[src/alist_pkg.sv]
package alist_pkg;

    // Field widths of the words on the two channels
    localparam int ACT_W    = 2;
    localparam int VAL_W    = 32;
    localparam int POS_W    = 5;
    localparam int STAT_W   = 2;
    localparam int FIDX_W   = 4;
    localparam int CNT_W    = 5;

    // Action codes
    localparam logic [ACT_W-1:0] ACT_INSERT = 2'd0;
    localparam logic [ACT_W-1:0] ACT_DELETE = 2'd1;
    localparam logic [ACT_W-1:0] ACT_SEARCH = 2'd2;

    // Status codes
    localparam logic [STAT_W-1:0] STAT_OK      = 2'd0;
    localparam logic [STAT_W-1:0] STAT_FULL    = 2'd1;
    localparam logic [STAT_W-1:0] STAT_EMPTY   = 2'd2;
    localparam logic [STAT_W-1:0] STAT_BADPOS  = 2'd3;

    // Controller states, one-hot
    typedef enum logic [1:0] {
        S_IDLE = 2'b01,
        S_EXEC = 2'b10
    } state_t;

    // Commands from controller to datapath
    typedef struct packed {
        logic load;     // latch the incoming word and compare against the list
        logic exec;     // apply the action and load the result register
    } dp_cmd_t;

endpackage

[src/alist_if.sv]
// Request channel
interface alist_in_if;
    logic                                  valid;
    logic                                  ready;
    logic [alist_pkg::ACT_W-1:0]           action;
    logic signed [alist_pkg::VAL_W-1:0]    value;
    logic [alist_pkg::POS_W-1:0]           position;

    modport source (output valid, output action, output value, output position, input ready);
    modport sink   (input valid, input action, input value, input position, output ready);
endinterface

// Result channel
interface alist_out_if;
    logic                                  valid;
    logic                                  ready;
    logic [alist_pkg::STAT_W-1:0]          status;
    logic                                  found;
    logic [alist_pkg::FIDX_W-1:0]          found_index;
    logic [alist_pkg::CNT_W-1:0]           count;

    modport source (output valid, output status, output found, output found_index,
                    output count, input ready);
    modport sink   (input valid, input status, input found, input found_index,
                    input count, output ready);
endinterface

[src/alist_ctrl.sv]
module alist_ctrl (
    input  logic               clk,
    input  logic               rst_n,
    input  logic               in_valid,
    output logic               in_ready,
    output logic               out_valid,
    input  logic               out_ready,
    output alist_pkg::dp_cmd_t cmd
);
    import alist_pkg::*;

    state_t state_reg, state_next;
    logic   out_valid_reg, out_valid_next;
    logic   accept;
    logic   out_free;

    // Handshake decode
    assign in_ready  = (state_reg == S_IDLE);
    assign accept    = in_valid && in_ready;
    assign out_free  = !out_valid_reg || out_ready;
    assign cmd.load  = accept;
    assign cmd.exec  = (state_reg == S_EXEC) && out_free;
    assign out_valid = out_valid_reg;

    // Next state
    always_comb
    begin
        state_next = state_reg;
        unique case (state_reg)
            S_IDLE:
            begin
                if (accept)
                    state_next = S_EXEC;
            end
            S_EXEC:
            begin
                if (out_free)
                    state_next = S_IDLE;
            end
            default: state_next = S_IDLE;
        endcase
    end

    // Result word valid flag
    always_comb
    begin
        out_valid_next = out_valid_reg;
        if (cmd.exec)
            out_valid_next = 1'b1;
        else if (out_ready)
            out_valid_next = 1'b0;
    end

    always_ff @(posedge clk or negedge rst_n)
    begin
        if (!rst_n)
        begin
            state_reg     <= S_IDLE;
            out_valid_reg <= 1'b0;
        end
        else
        begin
            state_reg     <= state_next;
            out_valid_reg <= out_valid_next;
        end
    end

endmodule

[src/alist_dp.sv]
module alist_dp #(
    parameter int CAPACITY = 16
) (
    input  logic                                  clk,
    input  logic                                  rst_n,
    input  alist_pkg::dp_cmd_t                    cmd,
    input  logic [alist_pkg::ACT_W-1:0]           action,
    input  logic signed [alist_pkg::VAL_W-1:0]    value,
    input  logic [alist_pkg::POS_W-1:0]           position,
    output logic [alist_pkg::STAT_W-1:0]          status,
    output logic                                  found,
    output logic [alist_pkg::FIDX_W-1:0]          found_index,
    output logic [alist_pkg::CNT_W-1:0]           count
);
    import alist_pkg::*;

    localparam int CW = $clog2(CAPACITY + 1);
    localparam int IW = (CAPACITY > 1) ? $clog2(CAPACITY) : 1;
    localparam int PW = (CW > POS_W) ? CW : POS_W;

    logic [VAL_W-1:0]   entry_reg [CAPACITY];
    logic [VAL_W-1:0]   entry_next [CAPACITY];
    logic [CW-1:0]      count_reg, count_next;
    logic [ACT_W-1:0]   action_reg;
    logic [VAL_W-1:0]   value_reg;
    logic [POS_W-1:0]   pos_reg;
    logic [CAPACITY-1:0] match_reg, match_next;

    logic [STAT_W-1:0]  status_reg, status_next;
    logic               found_reg, found_next;
    logic [FIDX_W-1:0]  fidx_reg, fidx_next;
    logic [CNT_W-1:0]   cnt_out_reg;

    logic [PW-1:0]      cnt_x, pos_x;
    logic               ins_ok, del_ok;
    logic [IW-1:0]      hit_idx;

    // Parallel compare of the incoming word against live entries
    always_comb
    begin
        for (int i = 0; i < CAPACITY; i++)
            match_next[i] = (entry_reg[i] == value) && (CW'(i) < count_reg);
    end

    // Lowest matching index
    always_comb
    begin
        hit_idx = '0;
        for (int i = CAPACITY - 1; i >= 0; i--)
            if (match_reg[i])
                hit_idx = IW'(i);
    end

    // Action checks
    assign cnt_x  = PW'(count_reg);
    assign pos_x  = PW'(pos_reg);
    assign ins_ok = (action_reg == ACT_INSERT) && (count_reg != CW'(CAPACITY))
                    && (pos_x <= cnt_x);
    assign del_ok = (action_reg == ACT_DELETE) && (count_reg != '0) && (pos_x < cnt_x);

    // Result fields and new count
    always_comb
    begin
        status_next = STAT_OK;
        found_next  = 1'b0;
        fidx_next   = '0;
        count_next  = count_reg;
        case (action_reg)
            ACT_INSERT:
            begin
                if (count_reg == CW'(CAPACITY))
                    status_next = STAT_FULL;
                else if (!ins_ok)
                    status_next = STAT_BADPOS;
                else
                    count_next = count_reg + CW'(1);
            end
            ACT_DELETE:
            begin
                if (count_reg == '0)
                    status_next = STAT_EMPTY;
                else if (!del_ok)
                    status_next = STAT_BADPOS;
                else
                    count_next = count_reg - CW'(1);
            end
            ACT_SEARCH:
            begin
                found_next = |match_reg;
                fidx_next  = FIDX_W'(hit_idx);
            end
            default: ;
        endcase
    end

    // Shift network: insert moves entries up, delete moves them down
    always_comb
    begin
        for (int i = 0; i < CAPACITY; i++)
            entry_next[i] = entry_reg[i];
        if (ins_ok)
        begin
            for (int i = 1; i < CAPACITY; i++)
                if (PW'(i) > pos_x)
                    entry_next[i] = entry_reg[i-1];
            for (int i = 0; i < CAPACITY; i++)
                if (PW'(i) == pos_x)
                    entry_next[i] = value_reg;
        end
        else if (del_ok)
        begin
            for (int i = 0; i < CAPACITY - 1; i++)
                if (PW'(i) >= pos_x)
                    entry_next[i] = entry_reg[i+1];
        end
    end

    // Entry count
    always_ff @(posedge clk or negedge rst_n)
    begin
        if (!rst_n)
            count_reg <= '0;
        else if (cmd.exec)
            count_reg <= count_next;
    end

    // Operand latch, entries and result register
    always_ff @(posedge clk)
    begin
        if (cmd.load)
        begin
            action_reg <= action;
            value_reg  <= value;
            pos_reg    <= position;
            match_reg  <= match_next;
        end
        if (cmd.exec)
        begin
            for (int i = 0; i < CAPACITY; i++)
                entry_reg[i] <= entry_next[i];
            status_reg  <= status_next;
            found_reg   <= found_next;
            fidx_reg    <= fidx_next;
            cnt_out_reg <= CNT_W'(count_next);
        end
    end

    assign status      = status_reg;
    assign found       = found_reg;
    assign found_index = fidx_reg;
    assign count       = cnt_out_reg;

endmodule

[src/array_list_insert_delete_search_unit.sv]
// Ordered list of up to CAPACITY signed 32-bit entries held in a register array.
// in_ch  : one word per action: action (insert, delete, search), value, position.
// out_ch : one word per action: status, found, found_index, count after action.
// Both channels use valid/ready; a word moves when both are high on a clock edge.
// When a request is taken, its value is compared against every entry at once
// and the match vector is latched; in the execute state the block applies the
// one-step shift of the array, picks the lowest matching index and loads the
// result register.
// One request is in flight at a time: a new request is not taken until the
// result of the last one is in its register.
// The request side is ready again once the result is in its register, so the
// next request is taken while that result still waits; if the receiver holds
// ready low the block stalls in its execute state until the register frees.
// Reset (rst_n low, asynchronous) empties the list and drops any pending
// result; entry contents are left as they were and are never read until
// rewritten.
module array_list_insert_delete_search_unit #(
    parameter int CAPACITY = 16
) (
    input  logic        clk,
    input  logic        rst_n,
    alist_in_if.sink    in_ch,
    alist_out_if.source out_ch
);
    import alist_pkg::*;

    dp_cmd_t cmd;

    alist_ctrl u_ctrl (
        .clk       (clk),
        .rst_n     (rst_n),
        .in_valid  (in_ch.valid),
        .in_ready  (in_ch.ready),
        .out_valid (out_ch.valid),
        .out_ready (out_ch.ready),
        .cmd       (cmd)
    );

    alist_dp #(
        .CAPACITY (CAPACITY)
    ) u_dp (
        .clk         (clk),
        .rst_n       (rst_n),
        .cmd         (cmd),
        .action      (in_ch.action),
        .value       (in_ch.value),
        .position    (in_ch.position),
        .status      (out_ch.status),
        .found       (out_ch.found),
        .found_index (out_ch.found_index),
        .count       (out_ch.count)
    );

endmodule

[src/flat_wrapper.sv]
// flat-port wrapper written by rule: the top's interface ports become plain ports
module array_list_insert_delete_search_unit_flat import alist_pkg::*;
#(
    parameter int CAPACITY = 16
)
  (clk, rst_n, in_ch_valid, in_ch_action, in_ch_value, in_ch_position, in_ch_ready, out_ch_valid, out_ch_status, out_ch_found, out_ch_found_index, out_ch_count, out_ch_ready);
  alist_in_if in_ch_i ();
  alist_out_if out_ch_i ();
  input  logic clk;
  input  logic rst_n;
  input wire logic [$bits(in_ch_i.valid)-1:0] in_ch_valid;
  input wire logic [$bits(in_ch_i.action)-1:0] in_ch_action;
  input wire logic [$bits(in_ch_i.value)-1:0] in_ch_value;
  input wire logic [$bits(in_ch_i.position)-1:0] in_ch_position;
  output wire logic [$bits(in_ch_i.ready)-1:0] in_ch_ready;
  output wire logic [$bits(out_ch_i.valid)-1:0] out_ch_valid;
  output wire logic [$bits(out_ch_i.status)-1:0] out_ch_status;
  output wire logic [$bits(out_ch_i.found)-1:0] out_ch_found;
  output wire logic [$bits(out_ch_i.found_index)-1:0] out_ch_found_index;
  output wire logic [$bits(out_ch_i.count)-1:0] out_ch_count;
  input wire logic [$bits(out_ch_i.ready)-1:0] out_ch_ready;
  assign in_ch_i.valid = in_ch_valid;
  assign in_ch_i.action = in_ch_action;
  assign in_ch_i.value = in_ch_value;
  assign in_ch_i.position = in_ch_position;
  assign in_ch_ready = in_ch_i.ready;
  assign out_ch_valid = out_ch_i.valid;
  assign out_ch_status = out_ch_i.status;
  assign out_ch_found = out_ch_i.found;
  assign out_ch_found_index = out_ch_i.found_index;
  assign out_ch_count = out_ch_i.count;
  assign out_ch_i.ready = out_ch_ready;
  array_list_insert_delete_search_unit #(.CAPACITY(CAPACITY)) u_core (.clk(clk), .rst_n(rst_n), .in_ch(in_ch_i), .out_ch(out_ch_i));
endmodule
[config.mk]
export PLATFORM = sky130hd
export DESIGN_NAME = array_list_insert_delete_search_unit_flat
export DESIGN_NICKNAME = d
export VERILOG_FILES = /design/src/alist_pkg.sv /design/src/alist_if.sv /design/src/alist_ctrl.sv /design/src/alist_dp.sv /design/src/array_list_insert_delete_search_unit.sv /design/src/flat_wrapper.sv
export SDC_FILE = /design/constraint.sdc
export NUM_CORES = 1
export LEC_CHECK = 0
export BUFFER_PORTS_ARGS = -buffer_cell sky130_fd_sc_hd__buf_2
export CORE_MARGIN = 2
export CORE_UTILIZATION = 64
export CTS_CLUSTER_SIZE = 8
export DETAILED_ROUTE_END_ITERATION = 10
export PLACE_DENSITY = 0.81
export SYNTH_ARGS = -nofsm -noshare
export SYNTH_HDL_FRONTEND = slang
export SYNTH_SLANG_ARGS = --single-unit
[constraint.sdc]
create_clock -name clk -period 6.45 [get_ports clk]
set_input_delay 0.645 -clock clk [delete_from_list [all_inputs] [get_ports clk]]
set_output_delay 0.645 -clock clk [all_outputs]
set_load 0.02 [all_outputs]
==> qor.csv <==
stage;metric;value;unit
outcome;status;complete, no violations;
power;power_frac_clock;41.8;%
synth;syn_inst;2907;
clock_tree;clk_latency;0.65;ns
cells_and_area;antenna_cells;0;
job;drv_cap;0;
synth;mappedNetlistArea;0.0360;sq mm
cells_and_area;fillers;3789;
synth;synthXorXnorAreaFrac;12.5;%
synth;synth_cell_types;64;
sta;drv_slew;0;
power;p_leak;13.3;nW
floorplanning;io_pins;57;
cells_and_area;layout_common_cells;579 x edfxtp_1, 480 x mux2_2, 402 x o21ai_0;
synth;synth_edf_count;579;
drt;ant_nets;0;
synth;syn_nets;2959;
power;p_int;7.01;mW
grt;grt_max_degree;164;
setup_path;start_kind;flop;
setup_path;critPathMaxFanout;117;
synth;synth_ff_type;edfxtp_1;
drt;vias_per_cell;7.30;
setup_path;worst_path_largest_cell_delay;0.95;ns
sta;min_period_over_period;74.2;%
sta;rsz0062_at_grt;no;
placed_design;portBuffers;56;
sta;period_needed;4.78;ns
cells_and_area;multiInputGateArea;0.0176;sq mm
grt;grt_pass1_vias;25597;
cells_and_area;areaGrowthSynthToFinish;8.12;%
setup_path;critPathKind;flop to flop;
synth;synthArstFlopShare;1.36;%
setup_path;path_cells;clkinv_1, ha_1, and3_1, o21ai_1, a32oi_4, buf_4, buf_4, o21ai_0, o21ai_0;
synth;ys_seq_area_share;48.8;%
clock_tree;cts_made_buffers;83;
sta;slew_headroom;5.42;%
sta;worstMarginPinSlew;1.41;ns
floorplanning;die_h;241;microns
power;sequentialPowerShare;46.1;%
drt;wl_per_cell;32.2;microns
grt;gr-total-overflow;0;
clock_tree;htreeDepth;3;
synth;synth_top_family_by_area;multiplexers;
cells_and_area;drive_above_1_share;26.7;%
synth;synth-simple-area-share;4.63;%
setup_path;cp_data_required_time;6.88;ns
sta;fin_tns_setup;0;ns
sta;setup_violations;0;
synth;synthAdderAreaFrac;0.312;%
clock_tree;tritoncts;done;
drt;routed_wl;116;mm
placed_design;place_congestion;0.983;
grt;grt.total_usage;39.5;%
drt;first_iter_violations;4135;
cells_and_area;seq_area;0.0176;sq mm
clock_tree;cts_buffer_depth;3;
clock_tree;clkTransAtPathRegs;0.06;ns
setup_path;critPathCaptureType;flop;
placed_design;hpwl;79.2;mm
sta;fmax;0.209;GHz
power;p_per_area;246;mW/mm^2
floorplanning;die_w;241;microns
clock_tree;cts.sinks;587;
setup_path;critPathSlowestCell;buf_4;
clock_tree;root_buffer;clkbuf_16;
worst_hold_path;hp-class;input port to flop;
grt;antenna_found_initial;3;
drt;first_pass_iters;7;
cells_and_area;fin_nets;2875;
floorplanning;rows;86;
floorplanning;start_util;65.0;%
power;max-vdd-ir-drop;0.198;mV
power;combPwrFrac;12.1;%
cells_and_area;layout_commonest_cell;edfxtp_1;
power;power.net_switching;2.59;mW
synth;avgSynthCellArea;12.4;sq um
sta;skew;0.0247;ns
synth;muxShareOfSynthArea;23.6;%
setup_path;arrival;5.21;ns
sta;hold_ws;0.192;ns
cells_and_area;largest_reg_flops;512;
synth;ys_warn_count;0;
clock_tree;cts-resized-gates;0;
grt;grt_pass1_wl;169;mm
floorplanning;core-area;0.0554;sq mm
synth;synth-seq-cells;587;
floorplanning;die_area;0.0582;sq mm
drt;dr_total_vias;26243;
sta;hold_viol;0;
synth;synth-compound-area-share;7.04;%
power;power.switching_fraction;27.0;%
drt;route.detailed.drc;0;
==> worst paths after layout <==
check	slack, ns	depth (start not counted)	start	end
worst min register to register	0.53	2	u_core.u_ctrl.out_valid	u_core.u_ctrl.out_valid
worst max-delay path	1.67	9	u_core.u_dp.cnt_x[3]	u_core.u_dp.entry_reg[1][6]
max in group asynchronous	5.75	2	rst_n	u_core.u_ctrl.state_reg[0]
worst max register to register	1.67	9	u_core.u_dp.cnt_x[3]	u_core.u_dp.entry_reg[1][6]
worst min-delay path	0.19	1	in_ch_action[0]	u_core.u_dp.action_reg[0]
min in group asynchronous	0.42	2	rst_n	u_core.u_dp.cnt_x[3]
==> through the flow <==
step	std cells	util [%]	worst slack, ns	area [sq um]	power, mW
floorplan	2907	-	0.701	36000	5.21
global placement	3485	66.2	2.23	36700	5.57
detailed placement	3485	66.2	2.02	36700	5.59
CTS	3594	70.3	1.99	39000	9.53
global route	3594	70.3	1.57	39000	9.78
finish	3594	70.3	1.67	39000	9.60
==> power by group through the flow <==
stage                     sequential [mW]  combinational (mW)  clock [mW]
after floorplan                      4.39               0.821           0
after global placement               4.49                1.08           0
after detailed placement             4.49                1.10           0
after CTS                            4.42                1.11        4.00
after global routing                 4.43                1.20        4.15
final                                4.43                1.16        4.01
==> layout make-up <==
type / count / area share (%)
Sequential cell: 587 / 45.1
Multi-Input combinational cell: 2049 / 45.1
Clock buffer: 101 / 5.61
Tap cell: 748 / 2.40
Timing Repair Buffer: 92 / 1.52
Clock inverter: 7 / 0.170
Inverter: 10 / 0.0963
==> cells in the mapped netlist (all sizes together), types with 3 or more instances <==
| cell type | number | area (sq um) |
|---|---|---|
| and3 | 3 | 18.8 |
| xor2 | 358 | 3140 |
| nor2 | 31 | 124 |
| nor2b | 7 | 43.8 |
| nand2 | 20 | 75.1 |
| a21o | 3 | 22.5 |
| nand3 | 31 | 155 |
| edfxtp | 579 | 17400 |
| nor3 | 24 | 135 |
| o21ai | 415 | 2080 |
| a211oi | 5 | 37.5 |
| mux2i | 206 | 2060 |
| nand4 | 53 | 332 |
| a21oi | 13 | 65.1 |
| nand2b | 8 | 50.1 |
| nor4 | 100 | 626 |
| a22oi | 3 | 27.5 |
| xnor2 | 157 | 1380 |
| buf | 80 | 408 |
| or4 | 3 | 22.5 |
| ha | 9 | 113 |
| a32oi | 3 | 33.8 |
| dfrtp | 7 | 175 |
| a2111oi | 6 | 52.6 |
| or3 | 4 | 25.0 |
| mux2 | 552 | 6440 |
| a221oi | 3 | 26.3 |
| clkbuf | 181 | 679 |
| inv | 8 | 30.0 |
==> timing repair <==
action / CTS / global route
hold buffers: 1 / 0
buffers inserted: 0 / 0
setup endpoints to repair: 0 / 0
endpoints found under the hold margin: 7 / 0
==> routing by layer <==
layer | GRT usage, % | vias to the layer above | wire, microns
met5 | 0 | - | 57
met4 | 11.9 | 8 | 3760
met3 | 13.8 | 319 | 16600
met2 | 59.6 | 2066 | 51100
met1 | 54.0 | 13177 | 44200
li1 | - | 10673 | -
==> cells by family after synthesis <==
logic type                 after synthesis
xor gates and xnor gates               515
muxes                                  758
AOI/OAI and AO/OA                      475
and+or+nand+nor                        292
adders and majority gates                9
DFF                                    587
buffers and inverters                  271
==> critical path, delay by kind of cell, from the launching register on <==
| kind | cells | cell delay, ns |
|---|---|---|
| AOI/OAI and AO/OA | 4 | 0.91 |
| DFF | 1 | 0.61 |
| buffers and inverters | 3 | 2.17 |
| and+or+nand+nor | 1 | 0.28 |
| adders and majority gates | 1 | 0.38 |
Power figures use the tool's default switching activity.
